### src/rtl/dbd_pkg.sv
package dbd_pkg;

    localparam int MAX_OUT_WIDTH = 4096;
    localparam int NUM_CHAN      = 4;
    localparam int CHAN_W        = 8;
    localparam int PAIR_W        = 10;
    localparam int PIXEL_W       = 32;
    localparam int RATIO_W       = 5;
    localparam int PHASE_W       = 4;
    localparam int COUNT_W       = 13;
    localparam int CFG_IDX_W     = 2;
    localparam int CFG_DATA_W    = 13;

    // register indexes
    localparam logic [CFG_IDX_W-1:0] REG_RATIO     = 2'd0;
    localparam logic [CFG_IDX_W-1:0] REG_FORMAT    = 2'd1;
    localparam logic [CFG_IDX_W-1:0] REG_OUT_WIDTH = 2'd2;

    // pixel format codes
    localparam logic FMT_RGBA8888 = 1'b0;
    localparam logic FMT_RGB565   = 1'b1;

    localparam logic [RATIO_W-1:0] RATIO_MIN = 5'd2;
    localparam logic [RATIO_W-1:0] RATIO_MAX = 5'd16;

    typedef logic [CHAN_W-1:0] chan_t;

    typedef struct packed {
        logic clear;
        logic load;
    } lane_ctl_t;

    typedef struct packed {
        logic [PIXEL_W-1:0] out_pixel;
        logic               row_last;
    } result_t;

    // pull one channel out of a pixel, zero extended to a byte
    function automatic chan_t chan_of(input logic [PIXEL_W-1:0] px,
                                      input logic [1:0] c,
                                      input logic fmt);
        chan_t v;
        v = '0;
        if (fmt == FMT_RGBA8888) begin
            unique case (c)
                2'd0: v = px[7:0];
                2'd1: v = px[15:8];
                2'd2: v = px[23:16];
                default: v = px[31:24];
            endcase
        end else begin
            unique case (c)
                2'd0: v = {3'b000, px[15:11]};
                2'd1: v = {2'b00, px[10:5]};
                2'd2: v = {3'b000, px[4:0]};
                default: v = '0;
            endcase
        end
        return v;
    endfunction

endpackage

### src/rtl/dbd_lane.sv
module dbd_lane import dbd_pkg::*; (
    input  logic      aclk,
    input  logic      aresetn,
    input  lane_ctl_t ctl,
    input  chan_t     top_chan,
    input  chan_t     bottom_chan,
    output chan_t     avg_chan
);

    logic [PAIR_W-1:0] partial_reg;
    logic [PAIR_W-1:0] partial_next;
    logic [PAIR_W-1:0] pair_sum;
    logic [PAIR_W:0]   quad_sum;

    assign pair_sum = PAIR_W'(top_chan) + PAIR_W'(bottom_chan);
    assign quad_sum = {1'b0, partial_reg} + {1'b0, pair_sum};
    // divide by four, truncating
    assign avg_chan = quad_sum[CHAN_W+1:2];

    always_comb begin
        partial_next = partial_reg;
        if (ctl.load) begin
            partial_next = pair_sum;
        end else if (ctl.clear) begin
            partial_next = '0;
        end
    end

    always_ff @(posedge aclk) begin
        if (!aresetn) begin
            partial_reg <= '0;
        end else begin
            partial_reg <= partial_next;
        end
    end

endmodule

### src/rtl/dbd_merge.sv
module dbd_merge import dbd_pkg::*; (
    input  logic               aclk,
    input  logic               aresetn,
    input  logic               push,
    input  logic               fmt,
    input  chan_t              avg [NUM_CHAN],
    input  logic               row_last,
    input  logic               m_ready,
    output logic               m_valid,
    output logic [PIXEL_W-1:0] m_out_pixel,
    output logic               m_row_last,
    output logic               skid_full
);

    result_t packed_res;
    result_t out_reg;
    result_t skid_reg;
    logic    out_valid_reg;
    logic    skid_valid_reg;
    logic    pop;

    always_comb begin
        if (fmt == FMT_RGBA8888) begin
            packed_res.out_pixel = {avg[3], avg[2], avg[1], avg[0]};
        end else begin
            packed_res.out_pixel = {16'h0000, avg[0][4:0], avg[1][5:0], avg[2][4:0]};
        end
        packed_res.row_last = row_last;
    end

    assign pop = out_valid_reg && m_ready;

    // output register backed by one skid entry; push never comes while skid is full
    always_ff @(posedge aclk) begin
        if (!aresetn) begin
            out_valid_reg  <= 1'b0;
            skid_valid_reg <= 1'b0;
        end else begin
            if (push) begin
                if (!out_valid_reg || pop) begin
                    out_valid_reg <= 1'b1;
                end else begin
                    skid_valid_reg <= 1'b1;
                end
            end else if (pop) begin
                if (skid_valid_reg) begin
                    skid_valid_reg <= 1'b0;
                end else begin
                    out_valid_reg <= 1'b0;
                end
            end
        end
    end

    always_ff @(posedge aclk) begin
        if (push) begin
            if (!out_valid_reg || pop) begin
                out_reg <= packed_res;
            end else begin
                skid_reg <= packed_res;
            end
        end else if (pop && skid_valid_reg) begin
            out_reg <= skid_reg;
        end
    end

    assign m_valid     = out_valid_reg;
    assign m_out_pixel = out_reg.out_pixel;
    assign m_row_last  = out_reg.row_last;
    assign skid_full   = skid_valid_reg;

endmodule

### src/rtl/decimating_box_downscale.sv
// 2x2 box downscaler with column decimation. Each transfer on the s_ side carries one
// column of two source rows (upper and lower pixel); of every group of ratio columns
// the two adjacent ones starting at offset (ratio-2)/2 are averaged per channel into
// one output pixel, truncating. Format is RGBA8888 (red in bits 7:0) or RGB565 in the
// low 16 bits, upper bits zero. s_row_start restarts the group phase and output count;
// after out_width outputs the rest of the row is swallowed without results. A new
// column is accepted every clock while s_ready is high: four channel lanes add the pixel
// pair and the stored first-column sum in the accept cycle, and the packed result is
// registered into the output register or the skid entry, which decouple the sides,
// so input keeps flowing while a result waits; s_ready drops only when both are held.
// Config writes (cfg_wr_en/cfg_index/cfg_wdata) take effect the next cycle and must
// be done while the block is idle; index 0 ratio, 1 pixel_format, 2 out_width.
module decimating_box_downscale import dbd_pkg::*; (
    input  logic                  aclk,
    input  logic                  aresetn,
    // config write port
    input  logic                  cfg_wr_en,
    input  logic [CFG_IDX_W-1:0]  cfg_index,
    input  logic [CFG_DATA_W-1:0] cfg_wdata,
    // source column transfer
    input  logic                  s_valid,
    output logic                  s_ready,
    input  logic [PIXEL_W-1:0]    s_top_pixel,
    input  logic [PIXEL_W-1:0]    s_bottom_pixel,
    input  logic                  s_row_start,
    // output pixel transfer
    output logic                  m_valid,
    input  logic                  m_ready,
    output logic [PIXEL_W-1:0]    m_out_pixel,
    output logic                  m_row_last
);

    // config registers
    logic [RATIO_W-1:0]   ratio_reg;
    logic                 format_reg;
    logic [COUNT_W-1:0]   out_width_reg;

    // row state
    logic [PHASE_W-1:0]   phase_reg;
    logic [PHASE_W-1:0]   phase_next;
    logic [COUNT_W-1:0]   count_reg;
    logic [COUNT_W-1:0]   count_next;
    logic                 row_done_reg;
    logic                 row_done_next;

    logic                 accept;
    logic                 skid_full;
    logic [RATIO_W-1:0]   ratio_eff;
    logic [RATIO_W-1:0]   ratio_less2;
    logic [PHASE_W-1:0]   first_col;
    logic [PHASE_W:0]     second_col;
    logic [COUNT_W-1:0]   width_eff;
    logic [PHASE_W-1:0]   phase_eff;
    logic [PHASE_W:0]     phase_inc;
    logic [COUNT_W-1:0]   count_eff;
    logic [COUNT_W-1:0]   count_inc;
    logic                 active;
    logic                 is_first;
    logic                 is_second;
    logic                 emit;
    logic                 last_out;
    lane_ctl_t            lane_ctl;
    chan_t                avg [NUM_CHAN];

    assign s_ready = !skid_full;
    assign accept  = s_valid && s_ready;

    // config writes, masked to the register widths; unknown indexes are dropped
    always_ff @(posedge aclk) begin
        if (!aresetn) begin
            ratio_reg     <= RATIO_MIN;
            format_reg    <= FMT_RGBA8888;
            out_width_reg <= COUNT_W'(MAX_OUT_WIDTH);
        end else if (cfg_wr_en) begin
            unique case (cfg_index)
                REG_RATIO:     ratio_reg     <= cfg_wdata[RATIO_W-1:0];
                REG_FORMAT:    format_reg    <= cfg_wdata[0];
                REG_OUT_WIDTH: out_width_reg <= cfg_wdata[COUNT_W-1:0];
                default: ;
            endcase
        end
    end

    // clamp config into its legal range
    always_comb begin
        if (ratio_reg < RATIO_MIN) begin
            ratio_eff = RATIO_MIN;
        end else if (ratio_reg > RATIO_MAX) begin
            ratio_eff = RATIO_MAX;
        end else begin
            ratio_eff = ratio_reg;
        end
        if (out_width_reg == '0) begin
            width_eff = COUNT_W'(1);
        end else if (out_width_reg > COUNT_W'(MAX_OUT_WIDTH)) begin
            width_eff = COUNT_W'(MAX_OUT_WIDTH);
        end else begin
            width_eff = out_width_reg;
        end
    end

    // kept columns sit at (ratio-2)/2 and the one after it
    assign ratio_less2 = ratio_eff - RATIO_MIN;
    assign first_col   = ratio_less2[RATIO_W-1:1];
    assign second_col  = {1'b0, first_col} + (PHASE_W+1)'(1);

    // row start acts as if the state was cleared just before this column
    assign phase_eff = s_row_start ? '0 : phase_reg;
    assign count_eff = s_row_start ? '0 : count_reg;
    assign active    = s_row_start || !row_done_reg;

    assign is_first  = (phase_eff == first_col);
    assign is_second = ({1'b0, phase_eff} == second_col);
    assign count_inc = count_eff + COUNT_W'(1);
    assign last_out  = (count_inc >= width_eff);
    assign emit      = accept && active && is_second;

    // phase wraps at the group end, also when a shrunk ratio left it past the end
    assign phase_inc = {1'b0, phase_eff} + (PHASE_W+1)'(1);

    always_comb begin
        phase_next    = phase_reg;
        count_next    = count_reg;
        row_done_next = row_done_reg;
        if (accept && active) begin
            phase_next    = (phase_inc >= ratio_eff) ? '0 : phase_inc[PHASE_W-1:0];
            count_next    = is_second ? count_inc : count_eff;
            row_done_next = is_second && last_out;
        end
    end

    always_ff @(posedge aclk) begin
        if (!aresetn) begin
            phase_reg    <= '0;
            count_reg    <= '0;
            row_done_reg <= 1'b0;
        end else begin
            phase_reg    <= phase_next;
            count_reg    <= count_next;
            row_done_reg <= row_done_next;
        end
    end

    // partial sums: load on the first kept column, cleared by row start
    assign lane_ctl.clear = accept && s_row_start;
    assign lane_ctl.load  = accept && active && is_first;

    // one lane per channel
    for (genvar c = 0; c < NUM_CHAN; c++) begin : g_lane
        dbd_lane u_lane (
            .aclk        (aclk),
            .aresetn     (aresetn),
            .ctl         (lane_ctl),
            .top_chan    (chan_of(s_top_pixel, 2'(c), format_reg)),
            .bottom_chan (chan_of(s_bottom_pixel, 2'(c), format_reg)),
            .avg_chan    (avg[c])
        );
    end

    // pack the channel averages and hold the result for the output side
    dbd_merge u_merge (
        .aclk        (aclk),
        .aresetn     (aresetn),
        .push        (emit),
        .fmt         (format_reg),
        .avg         (avg),
        .row_last    (last_out),
        .m_ready     (m_ready),
        .m_valid     (m_valid),
        .m_out_pixel (m_out_pixel),
        .m_row_last  (m_row_last),
        .skid_full   (skid_full)
    );

endmodule

### config.mk
export PLATFORM = sky130hd
export DESIGN_NAME = decimating_box_downscale
export DESIGN_NICKNAME = d
export VERILOG_FILES = /design/src/rtl/dbd_pkg.sv /design/src/rtl/dbd_lane.sv /design/src/rtl/dbd_merge.sv /design/src/rtl/decimating_box_downscale.sv
export SDC_FILE = /design/constraint.sdc
export NUM_CORES = 1
export LEC_CHECK = 0
export BUFFER_PORTS_ARGS = -buffer_cell sky130_fd_sc_hd__buf_2
export CAP_MARGIN = 20
export CORE_AREA = 2 2 151 116
export DETAILED_ROUTE_END_ITERATION = 7
export DIE_AREA = 0 0 153 118
export GPL_TIMING_DRIVEN = 1
export PLACE_DENSITY = 0.87
export SLEW_MARGIN = 20
export SYNTH_ARGS = -nofsm -noshare
export SYNTH_HDL_FRONTEND = slang
export SYNTH_SLANG_ARGS = --single-unit
export TNS_END_PERCENT = 10
### constraint.sdc
create_clock -name aclk -period 7.8 [get_ports aclk]
set_input_delay 0.78 -clock aclk [delete_from_list [all_inputs] [get_ports aclk]]
set_output_delay 0.78 -clock aclk [all_outputs]
set_load 0.05 [all_outputs]
Word level (Yosys, flattened, before mapping)

Cells that the tools add are included.

Register bits after elaboration: 145
Word-level logic and storage cells: 98
Output and inout bits: 35

Mux-type cells: 32
Equal/unequal tests: 7
Bitwise operators: 1
Reduce and logical (&&, ||, !) cells: 25
$add $sub $neg: 12
Order comparisons: 5

Operators by type and width:

| cell                    | count |
|---|---|
| $mux W33                | 3 |
| $mux W8                 | 8 |
| $mux W13                | 4 |
| $mux W10                | 5 |
| $add A10 B10 Y10        | 4 |
| $add A8 B8 Y9           | 4 |
| $mux W32                | 1 |
| $add A13 B1 Y13 const B | 1 |
| $ge A13 B13 Y1          | 1 |
| $gt A13 B13 Y1 const B  | 1 |
| $logic_not A13 Y1       | 1 |
| $reduce_and A2 Y1       | 6 |
| $add A4 B1 Y5 const B   | 2 |
| $mux W5                 | 2 |
| $logic_and A1 B1 Y1     | 8 |
| $mux W4                 | 2 |
| $mux W1                 | 7 |
| $reduce_bool A2 Y1      | 3 |
| $eq A4 B5 Y1            | 1 |
| $ge A5 B5 Y1            | 1 |
| $gt A5 B5 Y1 const B    | 1 |
| $lt A5 B2 Y1 const B    | 1 |
| $sub A5 B2 Y5 const B   | 1 |
| $eq A4 B4 Y1            | 1 |
| 9 further kinds         | 13 |

Logic depth before layout (Yosys ltp)

Gate-level depths: netlist (run 1).

Word-level depth: 9
Mapped depth: 17
Mapped depth without buffers: 14

Cells and area by module

A second synthesis (run 1) with hierarchy kept.

Cell total of the unflattened synthesis: 1000
Area, all modules: 9805.7 um2

Modules (own cells, without submodules):

| module                           | cells each | times used | seq. area each (um2) | area an instance (um2) |
|---|---|---|---|---|
| decimating_box_downscale         | 364        | 1          | 740.7                | 3002.9 |
| dbd_lane at g_lane[0].u_lane ... | 121        | 3          | 180.2                | 991.0 |
| dbd_merge                        | 151        | 1          | 2021.9               | 2832.7 |
| dbd_lane at g_lane[1].u_lane     | 122        | 1          | 180.2                | 997.2 |

Worst setup path before layout (run 1)

No wires, ideal clock.

Path type: input to register
Start: in s_row_start
End: reg u_merge.skid_reg[0] (netlist name) (enable)
Cell stages on the path: 6
Path slack: 3.043 ns
Data required time: 7.336 ns
Setup time: 0.464 ns
Data arrival time: 4.293 ns
Buffers on the path: 1
Cell sequence: nand2b_4 > or4_4 > a221oi_4 > o21ai_2 > clkbuf_1 > nor3_1

Longest elaborated chain between the ends: 4
Elaborated cells on any way between the ends: 6

RTL lines:

| item                                                | RTL line                                                         | source |
|---|---|---|
| start: declaration                                  | decimating_box_downscale.sv:25                                   | `input logic s_row_start,` |
| $mux W4 or $logic_or A1 B1 Y1 (tied branches)       | decimating_box_downscale.sv:108, decimating_box_downscale.sv:110 |  |
| $eq A4 B5 Y1 or $logic_and A1 B1 Y1 (tied branches) | decimating_box_downscale.sv:113, decimating_box_downscale.sv:116 |  |
| $logic_and A1 B1 Y1 (*)                             | decimating_box_downscale.sv:116                                  | `assign emit = accept && active && is_second;` |
| $reduce_and A2 Y1 (no source line) (*)              | --                                                               |  |
| end signal: assignment                              | dbd_merge.sv:60                                                  | `skid_reg <= packed_res;` |
| end: declaration                                    | dbd_merge.sv:17                                                  | `result_t skid_reg;` |

Mark *: on every way between the ends. The rest lies on a longest branch, timed or not.
A chain may end at the register's enable or synchronous reset.

==> results.md, run 1 <==
- Post-Synth Adder-Cell Area: about an eighth
- DR vias: 8510
- Port Buffer Count: approximately 120
- Final Setup Violations: 0
- Synthesized Nets: 1220
- Synthesized flop and latch total: 141
- Antenna violations before repair: 0
- Final Net Count: 1311
- Ys async rst share: 0%
- Clock skew: 0.008563 ns
- ANT nets after route: 0
- F_max: slightly below 200 MHz
- Crit path capture type: register
- Setup CP Type: reg2reg
- Simple-gate portion of the synthesized area: about 18%
- Max Slew Vio Count: 0
- Post-synth top area share: 20.37%
- Initial Util: around 59%
- Number of flops mapped to enable cells by yosys: 66
- Core Region: 16570 um^2
- TNS Setup: 0 ns
- Root buffer cell: clkbuf_16
- CTS resizes: 0
- Die area: around 18000 um^2
- Max-cap viol count: 0
- Cells after Synth: 1046
- Later-pin clock latency in the skew report: about 0.43 ns
- Crit path DAT: 5.22 ns
- CTS Sinks: 141
- Post-DR vias/cell: around 6.2
- Gr ovfl total: 0
- WP data required: 7.98 ns
- CTS H-tree depth: 4
- Clk slew on worst S/H paths: 0.06 ns
- Rel. slew slack: 52.52%
- Register area share after synthesis: 35.81%
- Final Critical Period: 5.039 ns
- Fin util: 66.91%
- Synth-to-Final Area Change: 13.97%
- Post-route clock period utilization: 64.60%
- Tightest Hold Check Type: reg2reg
- Max FFs per register: 36
- Peak supply drop: roughly 0.18 mV
- Post-Synth XOR/XNOR Area: 5.363%
- Initial DRC Count: approximately 1100
- Mux share of post-synthesis cell area: 7.537%
- RSZ-0062 raised after global routing: no
- Number of buffers created by CTS: 17
- Total track usage: 26.75%
- Top post-synthesis cells by area: edfxtp_1 20%, dfxtp_1 15%, ha_1 11%
- Startpoint types: register
- Synthesis warning total: 0
- Largest family of logic cells by synthesized area: compound AO/OA/AOI/OAI gates
- Crit Path Max Fanout: 61
- Actual slew at the worst max-slew pin: 0.7114 ns
- Initial DRT Pass Iterations: 6
- DP Wirelength: 17.30 mm
- Synth Area in Compound Gates: 18.37%
- Yosys cell types: 72
- Chip height: 118 um
- Most frequent cell after synthesis: nand2_1
- I/O pin cnt: 120
- # rows: 41
- Clock Tree Buf Depth: 2
- Flop2flop setup slack: around 2.8 ns
- Dominant cell type by area after synthesis: edfxtp_1
- # diodes: 0
- Mean routed wirelength per cell: 18.15 um
- Fraction of layout cells with a size suffix above 1: 21.13%
- Global-route wire length before repair: 39.55 mm
- Routed wire length: 24.77 mm
- Die Wd: around 150 um
- Leak Pwr: ~4.4 nW
- RePlAce Congestion: 0.9177
- Outcome: complete, no violations
- Most instantiated cells after synthesis: 96 x nand2_1, 95 x a21oi_1, 85 x ha_1
- Post-CTS Setup Bufs: 0
- # fillers: 1261
- DRC violations left: 0
- Avg Synthesized Cell Area: 9.300 um^2
- Top_reg_cell synth: dfxtp_1
- Vias in the first global route: between 7000 and 8000
- PwrDens: 221.3 nW/um^2
- TritonCTS clock tree: done
- Hold_buf cts: 0
- Final Hold Vio Count: 0
- Pin count of the biggest net entering global routing: 62
- Syn Std Cell Area: 9728 um^2
## metrics by stage
step / worst slack, ns / cell area (um^2) / total power [mW] / hold WS [ns] / instances
global placement: 3.064 / 10440 / 1.561 / 0.4429 / 1332
global route: 2.459 / 11090 / 2.554 / 0.4777 / 1365
CTS: 2.819 / 11050 / 2.433 / 0.4670 / 1364
detailed placement: 2.816 / 10440 / 1.586 / 0.4583 / 1332
floorplan: 3.043 / 9728 / 1.396 / 0.4358 / 1046
finish: 2.761 / 11090 / 2.453 / 0.4687 / 1365
## placed cells by master (no fill, tap or decap), types with 6 or more instances in the layout
cell type	Yosys	routed
nand2_1	96	96
o21a_1	8	8
edfxtp_1	66	66
a31oi_1	9	9
buf_4	0	10
a21oi_1	95	95
mux2_2	58	58
nor3_1	16	15
a22oi_1	8	8
and3_1	8	8
nor2_1	66	66
ha_1	85	85
o31ai_1	9	9
nand3_1	63	63
nor4_1	6	6
dfxtp_1	75	74
mux2i_1	8	8
o211ai_1	42	42
nand4_1	8	8
inv_1	15	15
nor2b_1	48	47
clkinv_4	0	6
o21ai_0	31	31
buf_2	13	119
xnor2_1	36	36
a21o_1	15	15
a211oi_1	8	8
xor2_1	21	21
clkbuf_16	0	17
## per-layer routing
metal,up-vias,global-route usage (%),share of wire (%)
met3,31,6.296,9.1
li1,4057,-,-
met1,4013,39.26,46
met2,409,39.99,44
met5,-,0,0
met4,0,6.250,1.1
## where the power goes
part | total (mW) | switching, mW | internal, mW
registers | 0.852 | 0.0212 | 0.830
clock network | 0.843 | 0.336 | 0.507
logic | 0.759 | 0.472 | 0.287
total | 2.45 | 0.829 | 1.62
## kinds of logic after synthesis
group           Yosys count
flops                   141
simple gates            348
compound gates          270
buf+inv                  74
mux                      66
fa+ha+maj                89
xor+xnor                 58
## critical path, cell delays in order, from the launching register on
cell and delay, ns:
dfxtp_4 0.63, buf_4 0.60, mux2_2 0.41, ha_1 0.23
fa_1 0.42, a21oi_1 0.27, o21ai_0 0.18, nor2_1 0.21
ha_1 0.30, and2_1 0.16, o21ai_0 0.18, or3b_2 0.52
xnor2_1 0.21, mux2i_1 0.13, mux2_2 0.31
## area by class of cell
cell class | count | area [um^2] | area share [%]
Clock buffer | 17 | 425.4 | 3.837
Clock inverter | 15 | 187.7 | 1.693
Inverter | 16 | 60.06 | 0.5417
Multi-Input combinational cell | 831 | 5959 | 53.75
Sequential cell | 141 | 3487 | 31.45
Tap cell | 215 | 269.0 | 2.426
Timing Repair Buffer | 130 | 698.2 | 6.297
## path summary, 6_finish.rpt
path,from,endpoint,cells after the start
max,format_reg,u_merge.m_out_pixel[4],14
min,out_width_reg[0],out_width_reg[0],2
max reg2reg,format_reg,u_merge.m_out_pixel[4],14
min reg2reg,out_width_reg[0],out_width_reg[0],2
Note: power is estimated with default switching activity, not from simulation.
==> run 2: changes to the inputs <==
CORE_AREA = 2 2 158 122   (was 2 2 151 116)
DIE_AREA = 0 0 160 124   (was 0 0 153 118)
PLACE_DENSITY = 0.83   (was 0.87)
clock period = 4.3 ns   (was 7.8 ns; I/O delays follow)
==> run 2 against run 1 <==
Via count shrank 0.87%. Critical endpoint is now u_merge.m_out_pixel[23]. Combinational power grew 81%. Flip-flop and latch count is the same. Register-to-register slack lost 2.5 ns.
==> results.md, run 2 (synthesized netlist as in run 1, its figures left out) <==
- Outcome: complete, no violations
- DR vias: 8436 (-0.87%)
- Most common cell after layout, fill and taps aside: buf_2
- Final Hold Vio Count: 0 (unchanged)
- Setup CP Type: reg2reg
- Fin util: 61.39% (-5.5 points)
- F_max: 244.7 MHz (+23%)
- TritonCTS clock tree: done
- Die area: 19840 um^2 (+9.9%)
- WP data required: 4.47 ns (-3.51 ns)
- Later-pin clock latency in the skew report: 0.43 ns (about the same)
- Mean routed wirelength per cell: 17.14 um (-5.5%)
- Global-route wire length before repair: 38.99 mm (-1.4%)
- Clock Tree Buf Depth: 2 (unchanged)
- Post-route clock period utilization: 95.03% (+30 points)
- Clock skew: 0.006985 ns (-0.001578 ns)
- Tightest Hold Check Type: in2reg
- DRC violations left: 0 (unchanged)
- ANT nets after route: 0 (unchanged)
- Leak Pwr: 4.472 nW (+1.2%)
- # rows: 43 (+4.9%)
- Routed wire length: 24.14 mm (-2.6%)
- Initial Util: 53.50% (-5.2 points)
- Max FFs per register: 36 (unchanged)
- Crit path DAT: 4.26 ns (-0.96 ns)
- I/O pin cnt: 120 (unchanged)
- Rel. slew slack: 25.69% (-27 points)
- Final Critical Period: 4.086 ns (-0.9527 ns)
- Initial DRC Count: 683 (-35%)
- Max-cap viol count: 0 (unchanged)
- Chip height: 124 um (+5.1%)
- PwrDens: 385.8 nW/um^2 (+74%)
- Total track usage: 24.63% (-2.1 points)
- Clock power frac: 32.3% (-2.1 points)
- DP Wirelength: 17.43 mm (+0.75%)
- Psw: 1.515 mW (+83%)
- Sw frac: 35.18% (+1.4 points)
- Fraction of layout cells with a size suffix above 1: 22.22% (+1.1 points)
- Pin count of the biggest net entering global routing: 72 (+16%)
- Peak supply drop: 0.3161 mV (+71%)
- Synth-to-Final Area Change: 14.75%
- # fillers: 1513 (+20%)
- CTS Sinks: 141 (unchanged)
- FF/Latch Area: 3487 um^2 (unchanged)
- Area occupied by multi-input gates: 5989 um^2 (+0.50%)
- Die Wd: 160 um (+4.6%)
- Sequential power share: 35.8% (+1.1 points)
- Max Slew Vio Count: 0 (unchanged)
- Port Buffer Count: 119 (unchanged)
- Initial DRT Pass Iterations: 8 (+2)
- Core Region: 18180 um^2 (+9.7%)
- Startpoint types: register
- Vias in the first global route: 7713 (-3.5%)
- Cell Int Power: 2.792 mW (+72%)
- Final Net Count: 1322 (+0.84%)
- Actual slew at the worst max-slew pin: 1.112 ns (+0.4009 ns)
- CTS H-tree depth: 4 (unchanged)
- Antenna violations before repair: 0 (unchanged)
- Final worst slack: 0.2135 ns (-2.547 ns)
- Crit path capture type: register
- Crit Path Max Fanout: 14 (-77%)
- Number of buffers created by CTS: 17 (unchanged)
- Post-DR vias/cell: 5.991 (-3.9%)
- Root buffer cell: clkbuf_16
- RePlAce Congestion: 0.9053 (-1.4%)
- Final Setup Violations: 0 (unchanged)
- Clk slew on worst S/H paths: 0.06 ns (about the same)
- Post-Place Worst Slack: 0.1079 ns (-2.708 ns)
- # diodes: 0 (unchanged)
- Most frequent cells in the layout: 119 x buf_2, 96 x nand2_1, 93 x a21oi_1, 85 x ha_1, 74 x dfxtp_1
- Gr ovfl total: 0 (unchanged)
- Combinational fraction of design power: 31.9% (+1.0 points)
==> run 2: changes by cell type in the layout (fill, tap and decap cells not counted), sizes merged <==
cell	previous run	this run
clkinvlp	2	3
clkinv	8	4
buf	130	141
inv	18	24
bufinv	3	0
==> run 2: through the flow <==
| step | instance area [um^2] | instances | setup TNS, ns | power, mW | hold slack [ns] |
|---|---|---|---|---|---|
| final | 11160 | 1408 | 0 | 4.307 | 0.2312 |
| after global routing | 11160 | 1408 | -0.09277 | 4.513 | 0.2313 |
| after CTS | 11100 | 1403 | 0 | 4.274 | 0.2176 |
| after detailed placement | 10540 | 1371 | 0 | 2.881 | 0.4483 |
| after global placement | 10540 | 1371 | 0 | 2.843 | 0.4409 |
| after floorplan | 9733 | 1046 | -1.761 | 2.532 | 0.4358 |
==> run 2: worst max-delay path, stage by stage, from the launching register on <==
cell and delay [ns]:
dfxtp_4 0.45, mux2_2 0.36, ha_1 0.24, fa_1 0.43, a21oi_2 0.20, o21ai_0 0.15
nor2_1 0.19, ha_1 0.30, and2_1 0.16, o21ai_0 0.20, or3b_2 0.53, o31a_1 0.30
a21oi_1 0.22, o31ai_1 0.10
==> run 2: repair_timing <==
| action | 4_1_cts | 5_1_grt |
|---|---|---|
| hold buffers | 0 | 0 |
| buffers inserted | 0 | 5 |
| resized for setup | 0 | 8 |
| endpoints found under the setup margin | 0 | 17 |
==> run 2: layout make-up <==
cell class                      count  area share (%)
Clock buffer                       17           3.811
Timing Repair Buffer              141           6.848
Sequential cell                   141           31.24
Multi-Input combinational cell    831           53.65
Tap cell                          247           2.768
Clock inverter                     15           1.143
Inverter                           16          0.5380
==> run 2: power by group through the flow <==
| stage | sequential, mW | combinational, mW | clock, mW |
|---|---|---|---|
| after floorplan | 1.60 | 0.932 | 0 |
| after global placement | 1.57 | 1.27 | 0 |
| after detailed placement | 1.57 | 1.31 | 0 |
| after CTS | 1.54 | 1.33 | 1.40 |
| after global routing | 1.55 | 1.50 | 1.46 |
| final | 1.54 | 1.37 | 1.39 |
==> run 2: routing by layer <==
layer	vias up	wire (um)	track usage, %
met5	-	0	0
met4	0	333	7.770
met3	32	2073	4.429
met2	357	10230	37.09
met1	3962	11500	36.04
li1	4085	-	-
==> run 2: final timing paths <==
kind,cells after the start,slack [ns],end,startpoint
worst max-delay path,13,0.21,u_merge.m_out_pixel[23],format_reg
worst min-delay path,3,0.23,ratio_reg[1],cfg_wdata[1]
worst max register to register,13,0.21,u_merge.m_out_pixel[23],format_reg
worst min register to register,2,0.46,out_width_reg[0],out_width_reg[0]
